## src/rtl/u2k_pkg.sv

```systemverilog
// Shared types, constants and the KOI8-R table of the UTF-32 to KOI8-R converter.
package u2k_pkg;

  localparam int unsigned QUEUE_DEPTH = 4;
  localparam int unsigned QUEUE_AW    = $clog2(QUEUE_DEPTH);

  localparam logic [31:0] MARK_BE_AS_LE = 32'hFFFE_0000;
  localparam logic [7:0]  LEFT_BRACKET  = 8'h5B;
  localparam logic [7:0]  RIGHT_BRACKET = 8'h5D;
  localparam logic [7:0]  LINE_FEED     = 8'h0A;

  // Result kinds
  localparam logic [2:0] KIND_BYTE  = 3'd0;
  localparam logic [2:0] KIND_ESC   = 3'd1;
  localparam logic [2:0] KIND_BREAK = 3'd2;
  localparam logic [2:0] KIND_LE    = 3'd3;
  localparam logic [2:0] KIND_BE    = 3'd4;

  // Register indexes
  localparam logic [1:0] REG_KOI_ENABLE      = 2'd0;
  localparam logic [1:0] REG_ESCAPE_BRACKETS = 2'd1;
  localparam logic [1:0] REG_ONE_PER_LINE    = 2'd2;
  localparam logic [1:0] REG_BYTE_ORDER_MODE = 2'd3;

  // Byte order modes
  localparam logic [1:0] ORDER_GUESS  = 2'd0;
  localparam logic [1:0] ORDER_LITTLE = 2'd1;

  typedef struct packed {
    logic       koi_enable;
    logic       escape_brackets;
    logic       one_per_line;
    logic [1:0] byte_order_mode;
  } cfg_t;

  typedef enum logic [1:0] {
    ITEM_CHAR,
    ITEM_MARK_LE,
    ITEM_MARK_BE
  } item_kind_t;

  // One assembled group of four bytes, queued from front to back.
  typedef struct packed {
    item_kind_t  kind;
    logic [31:0] cp;
    logic        koi_enable;
    logic        escape_brackets;
    logic        one_per_line;
  } item_t;

  localparam logic [15:0] KOI_TABLE [128] = '{
    16'h2500, 16'h2502, 16'h250C, 16'h2510, 16'h2514, 16'h2518, 16'h251C, 16'h2524,
    16'h252C, 16'h2534, 16'h253C, 16'h2580, 16'h2584, 16'h2588, 16'h258C, 16'h2590,
    16'h2591, 16'h2592, 16'h2593, 16'h2320, 16'h25A0, 16'h2219, 16'h221A, 16'h2248,
    16'h2264, 16'h2265, 16'h00A0, 16'h2321, 16'h00B0, 16'h00B2, 16'h00B7, 16'h00F7,
    16'h2550, 16'h2551, 16'h2552, 16'h0451, 16'h2553, 16'h2554, 16'h2555, 16'h2556,
    16'h2557, 16'h2558, 16'h2559, 16'h255A, 16'h255B, 16'h255C, 16'h255D, 16'h255E,
    16'h255F, 16'h2560, 16'h2561, 16'h0401, 16'h2562, 16'h2563, 16'h2564, 16'h2565,
    16'h2566, 16'h2567, 16'h2568, 16'h2569, 16'h256A, 16'h256B, 16'h256C, 16'h00A9,
    16'h044E, 16'h0430, 16'h0431, 16'h0446, 16'h0434, 16'h0435, 16'h0444, 16'h0433,
    16'h0445, 16'h0438, 16'h0439, 16'h043A, 16'h043B, 16'h043C, 16'h043D, 16'h043E,
    16'h043F, 16'h044F, 16'h0440, 16'h0441, 16'h0442, 16'h0443, 16'h0436, 16'h0432,
    16'h044C, 16'h044B, 16'h0437, 16'h0448, 16'h044D, 16'h0449, 16'h0447, 16'h044A,
    16'h042E, 16'h0410, 16'h0411, 16'h0426, 16'h0414, 16'h0415, 16'h0424, 16'h0413,
    16'h0425, 16'h0418, 16'h0419, 16'h041A, 16'h041B, 16'h041C, 16'h041D, 16'h041E,
    16'h041F, 16'h042F, 16'h0420, 16'h0421, 16'h0422, 16'h0423, 16'h0416, 16'h0412,
    16'h042C, 16'h042B, 16'h0417, 16'h0428, 16'h042D, 16'h0429, 16'h0427, 16'h042A
  };

endpackage

```

## src/rtl/utf32_to_koi8r_converter.sv

```systemverilog
// Top level of the UTF-32 to KOI8-R converter: configuration registers and front/back wiring.
//
// Takes a UTF-32 byte stream, one byte per transfer on the in_ channel, and
// gathers each four bytes into a code point. The front end accepts a byte every
// cycle; it only holds in_ready low on the fourth byte of a group while the
// four-entry queue towards the back end is full. With byte_order_mode 0 the first
// group is read as a byte-order mark, consumed, and reported as kind 3 (little
// endian) or kind 4 (big endian); modes 1 and 2 fix little or big endian, and
// mode 3 behaves as big endian. The back end looks the code point up in the
// 128-entry KOI8-R table with a parallel compare and registers one result per
// cycle: a plain byte (kind 0), an escape carrying the raw code point (kind 1),
// and, with one_per_line set, a line break (kind 2) after it.
// Sustained rate: one byte per cycle while the queue has room; each group
// yields one or two results. The result register is loaded whenever it is
// empty or being transferred, so the output stalls only for out_ready.
// Configuration writes take effect at the next byte and must only be made
// while the block is idle.
module utf32_to_koi8r_converter (
  input  logic        clk,
  input  logic        rst,
  input  logic        cfg_write,
  input  logic [1:0]  cfg_index,
  input  logic [1:0]  cfg_data,
  input  logic        in_valid,
  output logic        in_ready,
  input  logic [7:0]  in_byte,
  output logic        out_valid,
  input  logic        out_ready,
  output logic [2:0]  kind,
  output logic [7:0]  out_byte,
  output logic [31:0] code_point,
  output logic        last
);
  import u2k_pkg::*;

  cfg_t  cfg;
  logic  push;
  item_t push_item;
  logic  queue_full;
  logic  pop;
  item_t head_item;
  logic  queue_empty;

  // Configuration registers; each write lands on the next rising edge.
  always_ff @(posedge clk) begin
    if (rst) begin
      cfg.koi_enable      <= 1'b1;
      cfg.escape_brackets <= 1'b0;
      cfg.one_per_line    <= 1'b0;
      cfg.byte_order_mode <= ORDER_GUESS;
    end else if (cfg_write) begin
      unique case (cfg_index)
        REG_KOI_ENABLE:      cfg.koi_enable      <= cfg_data[0];
        REG_ESCAPE_BRACKETS: cfg.escape_brackets <= cfg_data[0];
        REG_ONE_PER_LINE:    cfg.one_per_line    <= cfg_data[0];
        REG_BYTE_ORDER_MODE: cfg.byte_order_mode <= cfg_data;
        default:             cfg.koi_enable      <= cfg.koi_enable;
      endcase
    end
  end

  // Front end: assemble groups and resolve the byte order.
  u2k_front u_front (
    .clk        (clk),
    .rst        (rst),
    .cfg        (cfg),
    .in_valid   (in_valid),
    .in_ready   (in_ready),
    .in_byte    (in_byte),
    .queue_full (queue_full),
    .push       (push),
    .push_item  (push_item)
  );

  // Decouple the two ends so each can stall on its own.
  u2k_queue u_queue (
    .clk       (clk),
    .rst       (rst),
    .push      (push),
    .push_item (push_item),
    .full      (queue_full),
    .pop       (pop),
    .head_item (head_item),
    .empty     (queue_empty)
  );

  // Back end: table lookup, result formatting and the output register.
  u2k_back u_back (
    .clk         (clk),
    .rst         (rst),
    .queue_empty (queue_empty),
    .head_item   (head_item),
    .pop         (pop),
    .out_valid   (out_valid),
    .out_ready   (out_ready),
    .kind        (kind),
    .out_byte    (out_byte),
    .code_point  (code_point),
    .last        (last)
  );

endmodule

```

## src/rtl/u2k_front.sv

```systemverilog
// Front end: accepts stream bytes, assembles groups of four and reads the byte-order mark.
module u2k_front (
  input  logic           clk,
  input  logic           rst,
  input  u2k_pkg::cfg_t  cfg,
  input  logic           in_valid,
  output logic           in_ready,
  input  logic [7:0]     in_byte,
  input  logic           queue_full,
  output logic           push,
  output u2k_pkg::item_t push_item
);
  import u2k_pkg::*;

  logic [1:0]  byte_index;
  logic [31:0] code_accum;
  logic        guess_pending;
  logic        big_endian;

  logic        guessing;
  logic        be;
  logic        accept;
  logic [1:0]  slot;
  logic [4:0]  shift;
  logic [31:0] base;
  logic [31:0] code_next;
  logic        is_be_mark;

  // The group's final byte needs room in the queue; earlier bytes never stall.
  assign in_ready = (byte_index != 2'd3) || !queue_full;
  assign accept   = in_valid && in_ready;

  assign guessing = (cfg.byte_order_mode == ORDER_GUESS) && guess_pending;

  always_comb begin
    if (guessing) begin
      be = 1'b0;
    end else if (cfg.byte_order_mode == ORDER_GUESS) begin
      be = big_endian;
    end else begin
      be = (cfg.byte_order_mode != ORDER_LITTLE);
    end
  end

  assign slot       = be ? (2'd3 - byte_index) : byte_index;
  assign shift      = {slot, 3'b000};
  assign base       = (byte_index == 2'd0) ? 32'd0 : code_accum;
  assign code_next  = base + ({24'd0, in_byte} << shift);
  assign is_be_mark = (code_next == MARK_BE_AS_LE);

  assign push = accept && (byte_index == 2'd3);

  always_comb begin
    push_item.cp              = code_next;
    push_item.koi_enable      = cfg.koi_enable;
    push_item.escape_brackets = cfg.escape_brackets;
    push_item.one_per_line    = cfg.one_per_line;
    if (!guessing) begin
      push_item.kind = ITEM_CHAR;
    end else if (is_be_mark) begin
      push_item.kind = ITEM_MARK_BE;
    end else begin
      push_item.kind = ITEM_MARK_LE;
    end
  end

  always_ff @(posedge clk) begin
    if (rst) begin
      byte_index    <= 2'd0;
      code_accum    <= 32'd0;
      guess_pending <= 1'b1;
      big_endian    <= 1'b0;
    end else if (accept) begin
      byte_index <= byte_index + 2'd1;
      code_accum <= code_next;
      if ((byte_index == 2'd3) && guessing) begin
        guess_pending <= 1'b0;
        big_endian    <= is_be_mark;
      end
    end
  end

endmodule

```

## src/rtl/u2k_queue.sv

```systemverilog
// Short queue of assembled groups between front and back end.
module u2k_queue (
  input  logic           clk,
  input  logic           rst,
  input  logic           push,
  input  u2k_pkg::item_t push_item,
  output logic           full,
  input  logic           pop,
  output u2k_pkg::item_t head_item,
  output logic           empty
);
  import u2k_pkg::*;

  item_t               slots [QUEUE_DEPTH];
  logic [QUEUE_AW-1:0] wr_ptr;
  logic [QUEUE_AW-1:0] rd_ptr;
  logic [QUEUE_AW:0]   count;

  assign full      = (count == (QUEUE_AW+1)'(QUEUE_DEPTH));
  assign empty     = (count == '0);
  assign head_item = slots[rd_ptr];

  always_ff @(posedge clk) begin
    if (push) begin
      slots[wr_ptr] <= push_item;
    end
  end

  always_ff @(posedge clk) begin
    if (rst) begin
      wr_ptr <= '0;
      rd_ptr <= '0;
      count  <= '0;
    end else begin
      if (push) begin
        wr_ptr <= wr_ptr + QUEUE_AW'(1);
      end
      if (pop) begin
        rd_ptr <= rd_ptr + QUEUE_AW'(1);
      end
      count <= count + (QUEUE_AW+1)'(push) - (QUEUE_AW+1)'(pop);
    end
  end

endmodule

```

## src/rtl/u2k_back.sv

```systemverilog
// Back end: maps queued code points to results and drives the output register.
module u2k_back (
  input  logic           clk,
  input  logic           rst,
  input  logic           queue_empty,
  input  u2k_pkg::item_t head_item,
  output logic           pop,
  output logic           out_valid,
  input  logic           out_ready,
  output logic [2:0]     kind,
  output logic [7:0]     out_byte,
  output logic [31:0]    code_point,
  output logic           last
);
  import u2k_pkg::*;

  logic        pending_break;
  logic        slot_free;
  logic        load_break;
  logic        table_hit;
  logic [6:0]  table_index;
  logic        is_bracket;
  logic [2:0]  kind_next;
  logic [7:0]  byte_next;
  logic [31:0] cp_next;

  assign slot_free  = !out_valid || out_ready;
  assign load_break = slot_free && pending_break;
  assign pop        = slot_free && !pending_break && !queue_empty;

  // Entries are distinct, so OR-ing the matching indexes gives the one hit.
  always_comb begin
    table_hit   = 1'b0;
    table_index = 7'd0;
    for (int i = 0; i < 128; i++) begin
      if ((head_item.cp[31:16] == 16'd0) && (head_item.cp[15:0] == KOI_TABLE[i])) begin
        table_hit   = 1'b1;
        table_index = table_index | 7'(i);
      end
    end
  end

  assign is_bracket = (head_item.cp == {24'd0, LEFT_BRACKET}) ||
                      (head_item.cp == {24'd0, RIGHT_BRACKET});

  always_comb begin
    kind_next = KIND_ESC;
    byte_next = 8'd0;
    cp_next   = 32'd0;
    unique case (head_item.kind)
      ITEM_MARK_LE: kind_next = KIND_LE;
      ITEM_MARK_BE: kind_next = KIND_BE;
      ITEM_CHAR: begin
        priority if (head_item.koi_enable && (head_item.cp > 32'd128) && table_hit) begin
          kind_next = KIND_BYTE;
          byte_next = {1'b1, table_index};
        end else if ((head_item.cp < 32'd128) &&
                     !(head_item.escape_brackets && is_bracket)) begin
          kind_next = KIND_BYTE;
          byte_next = head_item.cp[7:0];
        end else begin
          kind_next = KIND_ESC;
          cp_next   = head_item.cp;
        end
      end
      default: kind_next = KIND_ESC;
    endcase
  end

  always_ff @(posedge clk) begin
    if (rst) begin
      out_valid     <= 1'b0;
      pending_break <= 1'b0;
    end else begin
      if (load_break) begin
        out_valid     <= 1'b1;
        pending_break <= 1'b0;
      end else if (pop) begin
        out_valid     <= 1'b1;
        pending_break <= head_item.one_per_line;
      end else if (out_ready) begin
        out_valid <= 1'b0;
      end
    end
  end

  always_ff @(posedge clk) begin
    if (load_break) begin
      kind       <= KIND_BREAK;
      out_byte   <= LINE_FEED;
      code_point <= 32'd0;
      last       <= 1'b1;
    end else if (pop) begin
      kind       <= kind_next;
      out_byte   <= byte_next;
      code_point <= cp_next;
      last       <= !head_item.one_per_line;
    end
  end

endmodule

```

## config.mk

```make
export PLATFORM = sky130hd
export DESIGN_NAME = utf32_to_koi8r_converter
export DESIGN_NICKNAME = d
export VERILOG_FILES = /design/src/rtl/u2k_pkg.sv /design/src/rtl/utf32_to_koi8r_converter.sv /design/src/rtl/u2k_front.sv /design/src/rtl/u2k_queue.sv /design/src/rtl/u2k_back.sv
export SDC_FILE = /design/constraint.sdc
export NUM_CORES = 1
export LEC_CHECK = 0
export BUFFER_PORTS_ARGS = -buffer_cell sky130_fd_sc_hd__buf_2
export CORE_ASPECT_RATIO = 0.75
export CORE_MARGIN = 8
export CORE_UTILIZATION = 30
export DETAILED_ROUTE_END_ITERATION = 8
export PLACE_DENSITY = 0.41
export SKIP_LAST_GASP = 1
export SLEW_MARGIN = 5
export SYNTH_ARGS = -nofsm -noshare
export SYNTH_HDL_FRONTEND = slang
export SYNTH_SLANG_ARGS = --single-unit
```

## constraint.sdc

```tcl
create_clock -name clk -period 5.2 [get_ports clk]
set_input_delay 0.52 -clock clk [delete_from_list [all_inputs] [get_ports clk]]
set_output_delay 0.52 -clock clk [all_outputs]
set_load 0.005 [all_outputs]
```

# Word level (Yosys, flattened, before mapping)

Memories as Yosys holds them, arrays and structs flattened. A register that Yosys moved wholly into a read port is not among the register bits.
Index checks and enable logic that the tools add are counted.

Memories: 1
Flip-flop bits (word level): 94
Logic and storage cells: 678
Output and inout port bits: 46
RAM bits: 148
Input port bits: 17
Memory bits (read-only): 0
Latch bits: 0

Memory list:

| memory        | depth | bits a word | read ports | clocked after memory_dff | wr ports | RTL line        | RTL |
|---|---|---|---|---|---|---|---|
| u_queue.slots | 4     | 37          | 1          | 1                        | 1        | u2k_queue.sv:14 | `item_t slots [QUEUE_DEPTH];` |

Magnitude comparators: 2
$mul: 0
Equal/unequal tests: 140
Div/mod/pow operators: 0
Shifts and indexed selects: 1
Reductions and logical operators: 171
Add/sub/neg operators: 7
Bitwise gates (word level): 0
Multiplexer cells: 339

Operator list:

| cell                                                                   | count |
|---|---|
| 16-bit by 11-bit == test with 1-bit output (second input constant)     | 66 |
| 16-bit by 14-bit == test with 1-bit output (second input constant)     | 56 |
| 7-bit two-way mux                                                      | 64 |
| 32-bit two-way mux                                                     | 11 |
| 6-bit two-way mux                                                      | 32 |
| 1-bit two-way mux                                                      | 170 |
| 1-bit logical AND                                                      | 139 |
| 16-bit by 8-bit == test with 1-bit output (second input constant)      | 6 |
| 5-bit two-way mux                                                      | 18 |
| 32-bit by 7-bit == test with 1-bit output (second input constant)      | 2 |
| 8-bit two-way mux                                                      | 8 |
| 2-bit two-way mux                                                      | 17 |
| 32-bit adder                                                           | 1 |
| 32-bit == test (second input constant)                                 | 1 |
| 32-bit by 8-bit > comparator with 1-bit output (second input constant) | 1 |
| 32-bit by 8-bit < comparator with 1-bit output (second input constant) | 1 |
| 4-bit two-way mux                                                      | 8 |
| 8-bit by 5-bit << shifter with 32-bit output                           | 1 |
| 3-bit two-way mux                                                      | 10 |
| 2-bit nonzero test                                                     | 10 |
| 16-bit zero test                                                       | 1 |
| 2-bit AND reduction                                                    | 5 |
| 3-bit case mux with 3 select lines                                     | 1 |
| 2-bit == test (second input constant)                                  | 4 |
| 14 further kinds                                                       | 27 |

# Longest topological paths before layout

Gate-level depths: netlist of run 1.

Word-level depth: 138
Mapped depth: 18

# Modules after synthesis

From an unflattened synthesis of run 1, not the netlist that was laid out.

Cells, all modules: 1466
Area total of the unflattened synthesis: 14717.9 sq um

By module, submodules not included:

| module                   | area an instance (sq um) | cells each | sequential area each (sq um) | instances |
|---|---|---|---|---|
| u2k_queue                | 5834.3                   | 235        | 4624.4                       | 1 |
| u2k_back                 | 4340.4                   | 594        | 920.9                        | 1 |
| u2k_front                | 4309.1                   | 615        | 720.7                        | 1 |
| utf32_to_koi8r_converter | 234.0                    | 22         | 100.1                        | 1 |

# Worst setup path after synthesis of run 1

No wires, ideal clock.

Path type: register to register
From: register u_front.guess_pending
To: memory u_queue.slots[0][36] (netlist name) (data pin)
Slack: 0.700 ns
Library setup time: 0.250 ns
Arrival time: 4.250 ns
Required time: 4.950 ns
Stages on the path, launching flop included: 18
Clock period less this slack: 4.500 ns
Buffers on the path: 0
Cells stage by stage: dfxtp_1 nor3b_1 o21ai_0 mux2i_1 and2_1 ha_1 inv_1 fa_1 nor2b_1 o211ai_1 a211oi_1 nor2_1 o41ai_1 xnor2_1 nand4_1 nor4_1 nand4_1 nor4b_1

RTL lines:

| what                   | RTL line        | RTL |
|---|---|---|
| start, declared        | u2k_front.sv:17 | `logic guess_pending;` |
| start signal, assigned | u2k_front.sv:71 | `guess_pending <= 1'b1;` |
| start signal, assigned | u2k_front.sv:77 | `guess_pending <= 1'b0;` |
| end, declared          | u2k_queue.sv:14 |  |

==> impl_metrics.sql, run 1 <==
INSERT INTO impl_metrics (metric_group, metric, value, unit) VALUES
('logic_synthesis', 'synth_top_area_share', '32.7', '%'),
('timing', 'number_of_max_slew_violations_in_the_final_report', '0', ''),
('layout', 'layout-drive-gt1-share', '17.5', '%'),
('global_route', 'first_global_vias', '10400', ''),
('power', 'vdd_ir_drop_max', '0.226', 'mV'),
('clock_network', 'number_of_buffers_inserted_during_clock_tree_synthesis', '27', ''),
('floorplan', 'floorplan.die.height', '200', 'um'),
('layout', 'layout.cell_area.non_filler', '15800', 'um^2'),
('floorplan', 'area_of_the_die', '52400', 'um^2'),
('floorplan', 'floorplan.die.width', '262', 'um'),
('outcome', 'status', 'finished, final reports clean', ''),
('logic_synthesis', 'post_synth_num_cell_types', '90', ''),
('logic_synthesis', 'syn_area', '13600', 'um^2'),
('logic_synthesis', 'post_synth_inst_count', '1289', ''),
('logic_synthesis', 'synth_top_area_cell', 'sky130_fd_sc_hd__edfxtp_1', ''),
('global_route', 'remaining_global_route_overflow', '0', ''),
('placement', 'gp_congestion', '0.932', ''),
('timing', 'max_freq', '0.208', 'GHz'),
('logic_synthesis', 'synth-edff-count', '148', ''),
('placement', 'detailed_place_hpwl', '33.0', 'mm'),
('logic_synthesis', 'postSynthAreaPerCell', '10.5', 'um^2'),
('setup_path', 'critical_path_peak_fanout', '8', ''),
('power', 'power.density_cell_area', '402', 'nW/um^2'),
('logic_synthesis', 'synthArstFlopShare', '0', '%'),
('timing', 'final.setup.tns', '0', 'ns'),
('timing', 'finalHoldViolCount', '0', ''),
('run', 'max_cap_viols', '0', ''),
('clock_network', 'worst_setup_hold_path_clk_slew', '0.06', 'ns'),
('setup_path', 'reg2reg_setup_slack', '0.39', 'ns'),
('floorplan', 'io-pin-count', '63', ''),
('global_route', 'grt_antenna_before_repair', '0', ''),
('floorplan', 'floorplan.core_area', '44700', 'um^2'),
('drt', 'detail_route.vias_per_cell', '5.46', ''),
('global_route', 'maximum_number_of_pins_on_one_net_before_global_route_repair', '53', ''),
('logic_synthesis', 'netlist_top_cells_count', '148 x sky130_fd_sc_hd__edfxtp_1, 140 x sky130_fd_sc_hd__nand2_1, 96 x sky130_fd_sc_hd__dfxtp_1, 86 x sky130_fd_sc_hd__nor2_1, 82 x sky130_fd_sc_hd__a21oi_1', ''),
('power', 'power_leakage', '0.00576', 'uW'),
('placement', 'buffer_ports.inserted', '62', ''),
('drt', 'drc_errors', '0', ''),
('global_route', 'first_pass_grt_wire_length', '67.3', 'mm'),
('drt', 'initialDrtViolationCount', '1007', ''),
('timing', 'maxSlewHeadroom', '36.4', '%'),
('drt', 'drt_wl_cell', '22.3', 'um'),
('drt', 'postRouteWirelength', '44.7', 'mm'),
('clock_network', 'cts_tree', 'built', ''),
('logic_synthesis', 'ys.flop_type', 'sky130_fd_sc_hd__edfxtp_1', ''),
('floorplan', 'num_rows', '67', ''),
('drt', 'tritonroute_pass_1_iters', '5', ''),
('clock_network', 'post-cts-setup-buffer-count', '0', ''),
('logic_synthesis', 'yosys_warnings', '0', ''),
('timing', 'timing.final.crit_period', '4.81', 'ns'),
('timing', 'worst_slew_pin_slew', '0.951', 'ns'),
('clock_network', 'maximum_level_of_the_cts_h_tree', '1', ''),
('timing', 'final.period_utilization', '92.4', '%'),
('layout', 'utilization', '35.3', '%'),
('clock_network', 'clkSinkCount', '244', ''),
('layout', 'fill_cells', '4484', ''),
('logic_synthesis', 'yosys-top-cells-area', 'sky130_fd_sc_hd__edfxtp_1 33%, sky130_fd_sc_hd__dfxtp_1 14%, sky130_fd_sc_hd__nand2_1 3.9%', ''),
('logic_synthesis', 'seq_area_frac_synth', '46.8', '%'),
('drt', 'drt.antenna.violating_nets', '0', ''),
('clock_network', 'cts-root-to-sink-buffers', '3', ''),
('clock_network', 'clock_latency', '0.56', 'ns'),
('timing', 'timing.final.setup_violations', '0', ''),
('worst_hold_path', 'worst_min_delay_path_class', 'in2reg', ''),
('layout', 'multi_input_gate_area', '6730', 'um^2'),
('setup_path', 'timing.critical_path.to_type', 'flop', ''),
('setup_path', 'worst-endpoint-arrival', '5.23', 'ns'),
('logic_synthesis', 'synth.ff_latch_count', '244', ''),
('clock_network', 'cts_root_buffer', 'sky130_fd_sc_hd__clkbuf_16', ''),
('logic_synthesis', 'synth.most_common_cell', 'sky130_fd_sc_hd__edfxtp_1', ''),
('clock_network', 'hold_buffers', '0', ''),
('layout', 'area_growth', '16.1', '%');
[metal layers]
| layer | up-vias | routed length (um) | track usage, % |
|---|---|---|---|
| met5 | - | 0 | 0 |
| met4 | 0 | 541 | 2.51 |
| met3 | 41 | 3140 | 2.94 |
| met2 | 406 | 17000 | 21.4 |
| met1 | 5366 | 24000 | 27.3 |
| li1 | 5115 | - | - |
[final cells by class]
class	instances	area share, %
multi-input cells	943	42.6
inverters	29	0.690
clock buffers	35	4.66
diodes	1	0.0159
well taps	586	4.65
repair buffers	147	6.22
flip-flops and latches	244	40.4
clock inverters	15	0.769
[path summary, 6_finish.rpt]
path / start / end / cells past startpoint
hold / removal: cfg_data[1] / cfg[1] / 3
setup reg to reg: u_front.guess_pending / u_queue.slots[2][36] / 17
hold reg to reg: u_back.out_byte[5] / u_back.out_byte[5] / 2
setup / recovery: u_front.guess_pending / u_queue.slots[2][36] / 17
[logic make-up (layout without fill, tap and decap cells)]
group	after synthesis	count (layout)	synth area share (%)
xor gates and xnor gates	30	30	1.93
buffers and inverters	102	226	3.97
adders and majority gates	41	41	3.89
other	0	1	0
muxes	51	51	7.60
AOI/OAI and AO/OA	325	325	16.4
DFF	244	244	46.8
and+or+nand+nor	496	496	19.3
[worst max-delay path: stages (launching register included)]
cell and delay [ns]:
sky130_fd_sc_hd__dfxtp_1 0.34, sky130_fd_sc_hd__nor3b_2 0.30, sky130_fd_sc_hd__nor2_1 0.11, sky130_fd_sc_hd__or3_1 0.31
sky130_fd_sc_hd__o21ai_0 0.25, sky130_fd_sc_hd__and2_1 0.24, sky130_fd_sc_hd__ha_1 0.30, sky130_fd_sc_hd__and3_1 0.24
sky130_fd_sc_hd__and3_1 0.21, sky130_fd_sc_hd__o41a_1 0.31, sky130_fd_sc_hd__a311o_1 0.40, sky130_fd_sc_hd__a221oi_1 0.37
sky130_fd_sc_hd__xnor2_1 0.20, sky130_fd_sc_hd__nand4_1 0.11, sky130_fd_sc_hd__nor4_1 0.34, sky130_fd_sc_hd__nand4_1 0.22
sky130_fd_sc_hd__nor4b_2 0.26, sky130_fd_sc_hd__buf_4 0.16
[layout by cell type (no fill, tap or decap), types with 22 or more instances in the layout]
master and instances:
sky130_fd_sc_hd__a21oi_1 82, sky130_fd_sc_hd__a22o_1 32, sky130_fd_sc_hd__and2_1 46, sky130_fd_sc_hd__buf_2 62, sky130_fd_sc_hd__buf_4 83, sky130_fd_sc_hd__clkbuf_16 27, sky130_fd_sc_hd__dfxtp_1 94, sky130_fd_sc_hd__edfxtp_1 148
sky130_fd_sc_hd__ha_1 39, sky130_fd_sc_hd__inv_1 28, sky130_fd_sc_hd__mux4_2 22, sky130_fd_sc_hd__nand2_1 139, sky130_fd_sc_hd__nand3_1 35, sky130_fd_sc_hd__nor2_1 85, sky130_fd_sc_hd__nor2b_1 51, sky130_fd_sc_hd__nor3_1 25
sky130_fd_sc_hd__o21ai_0 45
[power by group]
part	switching (uW)	leakage [uW]	internal, uW
Combinational	1320	0.00320	830
Clock	795	0.000415	1050
Sequential	124	0.00215	2220
[through the flow]
stage | setup WS [ns] | std cells | power (uW)
2_1_floorplan | 0.700 | 1289 | 3770
3_3_place_gp | 0.232 | 1948 | 4520
3_5_place_dp | 0.0661 | 1948 | 4490
4_1_cts | 0.0194 | 1998 | 6360
5_1_grt | 0.0201 | 1999 | 6670
6_report | 0.393 | 2000 | 6340
[registers in the layout (all words and copies together), names as in the netlist, named ones only]
| register | count |
|---|---|
| cfg | 5 |
| u_back.code_point | 32 |
| u_back.kind | 3 |
| u_back.last | 1 |
| u_back.out_byte | 8 |
| u_back.out_valid | 1 |
| u_back.pending_break | 1 |
| u_front.big_endian | 1 |
| u_front.byte_index | 2 |
| u_front.code_accum | 32 |
| u_front.guess_pending | 1 |
| u_queue.count | 3 |
| u_queue.rd_ptr | 2 |
| u_queue.slots | 148 |
| u_queue.wr_ptr | 2 |
[repair_timing]
| action | in CTS | in global routing |
|---|---|---|
| setup endpoints to repair | 0 | 9 |
| resized for setup | 0 | 8 |
| hold endpoints to repair | 0 | 0 |
Note: power is estimated with default switching activity, not from simulation.
==> run 2, diff against run 1 <==
- CORE_MARGIN: 8 -> default
==> run 2 against run 1 <==
The run now ends with DRC left. Clock skew increased by 0.0094 ns. Routed wire length decreased by 1.6%. Final cell count increased by 0.45%. Setup slack got worse by 0.068 ns. Clock power increased by 6%. Total power increased by 1.0%. Non-clock buffer count increased by 8. Sequential share of layout area decreased by 0.22 points. Sequential power about the same. Hold slack got worse by 0.0014 ns.
==> impl_metrics.sql, run 2 (synthesis gave the netlist of run 1 again) <==
INSERT INTO impl_metrics (metric_group, metric, value, unit) VALUES
('clock_network', 'hold_buffers', '0', ''),
('power', 'vdd_ir_drop_max', '0.224', 'mV'),
('floorplan', 'floorplan.core_area', '44700', 'um^2'),
('layout', 'top_regs', 'u_queue.slots (148), u_back.code_point (32), u_front.code_accum (32)', ''),
('global_route', 'first_global_vias', '10200', ''),
('timing', 'final.setup.tns', '0', 'ns'),
('timing', 'final.period_utilization', '93.8', '%'),
('floorplan', 'floorplan.die.width', '248', 'um'),
('outcome', 'status', 'complete, but fails checks', ''),
('worst_hold_path', 'hp_start', 'cfg_data[1]', ''),
('placement', 'buffer_ports.inserted', '62', ''),
('setup_path', 'reg2reg_setup_slack', '0.32', 'ns'),
('setup_path', 'critical_path.cell_chain', 'nor3b_1 > buf_4 > nor2_1 > or3_1 > o21ai_1 > and2_1 > ha_1 > and3_1 > and3_1 > o41a_1 > a311o_1 > a221oi_1 > xnor2_1 > nand4_1 > nor4_1 > nand4_1 > nor4b_1 > buf_4', ''),
('clock_network', 'cts_root_buffer', 'sky130_fd_sc_hd__clkbuf_16', ''),
('timing', 'timing.final.crit_period', '4.88', 'ns'),
('setup_path', 'worst-endpoint-arrival', '5.31', 'ns'),
('placement', 'place.detailed.instances', '1957', ''),
('layout', 'layout-drive-gt1-share', '18.0', '%'),
('clock_network', 'worst_setup_hold_path_clk_slew', '0.06', 'ns'),
('worst_hold_path', 'holdPathEnd', 'cfg[1]', ''),
('drt', 'drt.antenna.violating_nets', '0', ''),
('timing', 'number_of_max_slew_violations_in_the_final_report', '0', ''),
('setup_path', 'timing.reg2reg.worst_path_depth', '18', ''),
('floorplan', 'floorplan.initialDensity', '30.4', '%'),
('setup_path', 'critPathTopFamily', 'simple AND/OR/NAND/NOR gates', ''),
('clock_network', 'clkSinkCount', '244', ''),
('floorplan', 'num_rows', '67', ''),
('layout', 'largest_register_ffs', '148', ''),
('timing', 'maxSlewHeadroom', '21.0', '%'),
('timing', 'finalHoldViolCount', '0', ''),
('global_route', 'grt_antenna_before_repair', '0', ''),
('layout', 'area_growth', '16.7', '%'),
('placement', 'gp_congestion', '0.968', ''),
('floorplan', 'io-pin-count', '63', ''),
('layout', 'final_cell_count_no_fill', '2009', ''),
('setup_path', 'start_kind', 'flop', ''),
('floorplan', 'floorplan.die.height', '186', 'um'),
('clock_network', 'cts-root-to-sink-buffers', '3', ''),
('global_route', 'grtUsageTotal', '18.7', '%'),
('drt', 'initialDrtViolationCount', '1101', ''),
('placement', 'pre_cts_slack', '0.223', 'ns'),
('setup_path', 'cp.buffers_inverters', '2', ''),
('setup_path', 'timing.critical_path.to_type', 'flop', ''),
('floorplan', 'area_of_the_die', '46200', 'um^2'),
('setup_path', 'regToRegEndpoint', 'u_queue.slots[2][36]', ''),
('clock_network', 'number_of_buffers_inserted_during_clock_tree_synthesis', '28', ''),
('clock_network', 'maximum_level_of_the_cts_h_tree', '1', ''),
('timing', 'max_freq', '0.205', 'GHz'),
('timing', 'setup_slack', '0.325', 'ns'),
('timing', 'worst_hold_slack', '0.202', 'ns'),
('global_route', 'maximum_number_of_pins_on_one_net_before_global_route_repair', '53', ''),
('worst_hold_path', 'hold-path-cell-count', '3', ''),
('power', 'power.density_cell_area', '404', 'nW/um^2'),
('drt', 'postRouteWirelength', '44.0', 'mm'),
('drt', 'drt_wl_cell', '21.9', 'um'),
('global_route', 'first_pass_grt_wire_length', '65.9', 'mm'),
('timing', 'clock_skew', '0.0215', 'ns'),
('layout', 'n_antenna_cell', '0', ''),
('timing', 'worst_slew_pin_slew', '1.18', 'ns'),
('setup_path', 'critical_path_peak_fanout', '8', ''),
('global_route', 'remaining_global_route_overflow', '0', ''),
('clock_network', 'cts_tree', 'built', ''),
('layout', 'commonest_non_fill_non_tap_cells_in_the_layout', '148 x sky130_fd_sc_hd__edfxtp_1, 140 x sky130_fd_sc_hd__nand2_1, 94 x sky130_fd_sc_hd__dfxtp_1', ''),
('setup_path', 'worstPathRequired', '5.63', 'ns'),
('timing', 'grt_setup_unrepaired', 'no', ''),
('run', 'max_cap_viols', '0', ''),
('layout', 'layout.nets', '1459', ''),
('drt', 'tritonroute_pass_1_iters', '7', ''),
('setup_path', 'worst_path_largest_cell_delay', '0.40', 'ns'),
('layout', 'most_common_library_cell_in_the_layout_ignoring_fill_and_taps', 'sky130_fd_sc_hd__edfxtp_1', ''),
('drt', 'drc_errors', '7', ''),
('drt', 'detail_route.vias_per_cell', '5.41', ''),
('timing', 'timing.final.setup_violations', '0', ''),
('layout', 'utilization', '35.5', '%'),
('setup_path', 'regToRegStartpoint', 'u_front.big_endian', ''),
('drt', 'detailroute.via_count', '10900', ''),
('layout', 'register_name_with_the_most_flops', 'u_queue.slots', ''),
('outcome', 'violations', 'DRC', ''),
('placement', 'detailed_place_hpwl', '32.1', 'mm'),
('setup_path', 'worst_path_max_delay_cell', 'sky130_fd_sc_hd__a221oi_1', ''),
('clock_network', 'clock_latency', '0.57', 'ns'),
('setup_path', 'worst-setup-path-type', 'reg2reg', ''),
('power', 'power_leakage', '0.00581', 'uW'),
('worst_hold_path', 'worst_min_delay_path_class', 'in2reg', '');
[run 2: cell count changes in the layout (fill, tap and decap cells not counted), sizes merged]
cell,before,now
clkinvlp,3,4
bufinv,1,2
inv,29,28
diode,1,0
buf,147,155
clkbuf,35,29
clkinv,11,18
[run 2: power by group]
group	internal, uW	switching (uW)
Combinational	819	1300
Sequential	2220	112
Clock	1110	846
[run 2: worst max-delay path by stage]
stage,start,endpoint,slack [ns],depth (start not counted)
6_report,u_front.big_endian,u_queue.slots[2][36],0.32,18
3_3_place_gp,u_front.big_endian,u_queue.slots[1][36],0.38,20
3_5_place_dp,u_front.big_endian,u_queue.slots[3][36],0.22,20
4_1_cts,u_front.big_endian,u_queue.slots[2][36],0.15,20
2_1_floorplan,u_front.guess_pending,u_queue.slots[0][36],0.70,17
5_1_grt,u_front.big_endian,u_front.big_endian,0.02,17
[run 2: tightest hold or removal path: stages]
cell and delay [ns]:
sky130_fd_sc_hd__buf_2 0.08, sky130_fd_sc_hd__mux2i_1 0.06, sky130_fd_sc_hd__nor2_1 0.07
[run 2: what timing repair did]
action / in CTS / in global routing
gates resized for setup: 0 / 6
buffers inserted: 0 / 0
endpoints found under the setup margin: 0 / 9
[run 2: stage by stage]
stage,total power [uW],area (um^2)
5_1_grt,6740,15900
6_report,6410,15900
3_3_place_gp,4500,14900
2_1_floorplan,3770,13600
3_5_place_dp,4480,14900
4_1_cts,6460,15900
[run 2: area by class of cell]
cell class	count	area (um^2)
Clock buffer	29	714
Multi-Input combinational cell	943	6710
Timing Repair Buffer	155	1020
Clock inverter	23	211
Fill cell	4534	28800
Sequential cell	244	6370
Tap cell	586	733
Inverter	29	109
[run 2: routing by layer]
metal  global-route usage, %  vias to the layer above  wire (um)  share of wire, %
li1                        -                     5123          -                 -
met1                    31.0                     5319      23500                53
met2                    24.1                      361      16700                38
met3                    4.26                       60       3070               7.0
met4                    3.00                        0        692               1.6
met5                       0                        -          0                 0
==> run 3, diff against run 2 <==
- CORE_UTILIZATION: 30 -> 60
- PLACE_DENSITY: 0.41 -> 0.78
==> run 3 against run 2 <==
The run now ends clean. Via count is 3.9% higher. First-iteration DRC count is 35% higher. Core utilization up 33 points. Highest routed layer is now met5. Largest power group unchanged. Sequential cell count unchanged. Count of clock-buffer cells in the layout unchanged. Combinational power down 4%. Sequential power about the same. Die area down 50%. Non-clock buffer count is 41 lower. Setup slack worse by 0.096 ns.
==> impl_metrics.sql, run 3 (synthesis gave the netlist of run 1 again) <==
INSERT INTO impl_metrics (metric_group, metric, value, unit) VALUES
('placement', 'detailed_place.area', '14300', 'um^2'),
('clock_network', 'hold_buffers', '0', ''),
('power', 'tot_pwr', '6140', 'uW'),
('timing', 'timing.final.setup_violations', '0', ''),
('global_route', 'first_global_vias', '10500', ''),
('layout', 'layout.nets', '1414', ''),
('run', 'max_cap_viols', '0', ''),
('floorplan', 'area_of_the_die', '23300', 'um^2'),
('timing', 'worst_slew_pin_slew', '1.16', 'ns'),
('global_route', 'maximum_number_of_pins_on_one_net_before_global_route_repair', '53', ''),
('setup_path', 'critical-path-top-cell-by-count', 'sky130_fd_sc_hd__or3_1', ''),
('placement', 'place.detailed.instances', '1624', ''),
('placement', 'gp_congestion', '1.07', ''),
('placement', 'detailed_place_hpwl', '27.8', 'mm'),
('drt', 'drt.antenna.violating_nets', '0', ''),
('layout', 'layout-drive-gt1-share', '15.4', '%'),
('global_route', 'grt_antenna_before_repair', '0', ''),
('drt', 'tritonroute_pass_1_iters', '6', ''),
('global_route', 'grtUsageTotal', '34.1', '%'),
('floorplan', 'floorplan.die.width', '176', 'um'),
('power', 'vdd_ir_drop_max', '0.352', 'mV'),
('clock_network', 'cts_tree', 'built', ''),
('layout', 'top_regs', 'u_queue.slots (148), u_back.code_point (32), u_front.code_accum (32)', ''),
('layout', 'n_antenna_cell', '0', ''),
('layout', 'area_growth', '11.1', '%'),
('setup_path', 'timing.critical_path.to_type', 'flop', ''),
('floorplan', 'floorplan.die.height', '132', 'um'),
('global_route', 'remaining_global_route_overflow', '0', ''),
('timing', 'number_of_max_slew_violations_in_the_final_report', '0', ''),
('setup_path', 'worst_path_largest_cell_delay', '0.52', 'ns'),
('timing', 'finalHoldViolCount', '0', ''),
('placement', 'buffer_ports.inserted', '62', ''),
('setup_path', 'start_kind', 'flop', ''),
('drt', 'drt_wl_cell', '23.8', 'um'),
('setup_path', 'worstPathRequired', '5.61', 'ns'),
('setup_path', 'critical_path_peak_fanout', '12', ''),
('timing', 'max_freq', '0.201', 'GHz'),
('floorplan', 'floorplan.initialDensity', '61.5', '%'),
('clock_network', 'cts-root-to-sink-buffers', '3', ''),
('worst_hold_path', 'worst_min_delay_path_class', 'in2reg', ''),
('clock_network', 'post-cts-setup-buffer-count', '0', ''),
('timing', 'clock_skew', '0.0155', 'ns'),
('timing', 'timing.final.crit_period', '4.97', 'ns'),
('timing', 'final.setup.tns', '0', 'ns'),
('layout', 'final_cell_count_no_fill', '1668', ''),
('clock_network', 'number_of_buffers_inserted_during_clock_tree_synthesis', '24', ''),
('layout', 'most_common_library_cell_in_the_layout_ignoring_fill_and_taps', 'sky130_fd_sc_hd__edfxtp_1', ''),
('clock_network', 'maximum_level_of_the_cts_h_tree', '1', ''),
('drt', 'detailroute.via_count', '11300', ''),
('layout', 'utilization', '68.3', '%'),
('floorplan', 'num_rows', '47', ''),
('outcome', 'status', 'finished, final reports clean', ''),
('power', 'power.density_cell_area', '407', 'nW/um^2'),
('drt', 'initialDrtViolationCount', '1490', ''),
('drt', 'detail_route.vias_per_cell', '6.77', ''),
('clock_network', 'cts_root_buffer', 'sky130_fd_sc_hd__clkbuf_16', ''),
('clock_network', 'worst_setup_hold_path_clk_slew', '0.06', 'ns'),
('floorplan', 'floorplan.core_area', '22100', 'um^2'),
('setup_path', 'worst_path_max_delay_cell', 'sky130_fd_sc_hd__or4_1', ''),
('layout', 'commonest_non_fill_non_tap_cells_in_the_layout', '148 x sky130_fd_sc_hd__edfxtp_1, 140 x sky130_fd_sc_hd__nand2_1, 94 x sky130_fd_sc_hd__dfxtp_1', ''),
('setup_path', 'worst-setup-path-type', 'reg2reg', ''),
('layout', 'register_name_with_the_most_flops', 'u_queue.slots', ''),
('global_route', 'first_pass_grt_wire_length', '60.6', 'mm'),
('power', 'power_leakage', '0.00557', 'uW'),
('layout', 'largest_register_ffs', '148', ''),
('setup_path', 'worst-endpoint-arrival', '5.38', 'ns'),
('timing', 'final.period_utilization', '95.6', '%'),
('clock_network', 'clkSinkCount', '244', ''),
('drt', 'drc_errors', '0', ''),
('floorplan', 'io-pin-count', '63', ''),
('drt', 'postRouteWirelength', '39.7', 'mm'),
('clock_network', 'clock_latency', '0.53', 'ns'),
('setup_path', 'critical_path.cell_chain', 'nor3b_2 > nor2_1 > or3_1 > o21ai_1 > and2_1 > ha_1 > a21oi_1 > o211ai_1 > a221oi_1 > o21ba_2 > nand3_1 > a31oi_1 > xor2_1 > or3_1 > or4_1 > o41ai_1', ''),
('layout', 'layout.cell_area.non_filler', '15100', 'um^2'),
('layout', 'fill_cells', '1653', ''),
('timing', 'maxSlewHeadroom', '22.4', '%');
run 3: stage by stage:
stage | hold WS, ns | setup WS [ns]
3_3_place_gp | 0.429 | 0.153
5_1_grt | 0.270 | -0.0440
3_5_place_dp | 0.437 | -0.0755
4_1_cts | 0.232 | 0.117
2_1_floorplan | 0.432 | 0.700
6_report | 0.237 | 0.229
run 3: layout make-up:
class	instances	area (um^2)	area share [%]
repair buffers	114	713	4.72
inverters	29	109	0.721
clock buffers	29	639	4.24
multi-input cells	943	6730	44.6
flip-flops and latches	244	6370	42.2
clock inverters	15	165	1.09
well taps	294	368	2.44
run 3: worst paths after layout:
kind	depth (start not counted)	slack, ns	from	endpoint
max	16	0.23	u_front.guess_pending	u_front.big_endian
min	3	0.24	cfg_data[1]	cfg[1]
max reg2reg	16	0.23	u_front.guess_pending	u_front.big_endian
min reg2reg	2	0.44	u_back.out_byte[7]	u_back.out_byte[7]
run 3: critical path, delay by kind of cell, from the launching register on:
family	cells	cell delay, ns
simple gates	7	1.98
xor+xnor	1	0.16
flops	1	0.35
compound gates	7	1.99
fa+ha+maj	1	0.38
run 3: power breakdown:
group          internal (uW)  switching (uW)
clock                    992             766
combinational            767            1270
sequential              2220             117
run 3: repair_timing:
action,in CTS,in global routing
gates cloned,0,0
gates resized for setup,1,7
endpoints found under the setup margin,4,9
run 3: layer usage:
| layer | track usage, % | part of all wire, % | vias up |
|---|---|---|---|
| li1 | - | - | 5022 |
| met1 | 50.6 | 43 | 5380 |
| met2 | 47.1 | 41 | 780 |
| met3 | 11.4 | 14 | 108 |
| met4 | 9.42 | 3.0 | 2 |
| met5 | 1.88 | 0.14 | - |
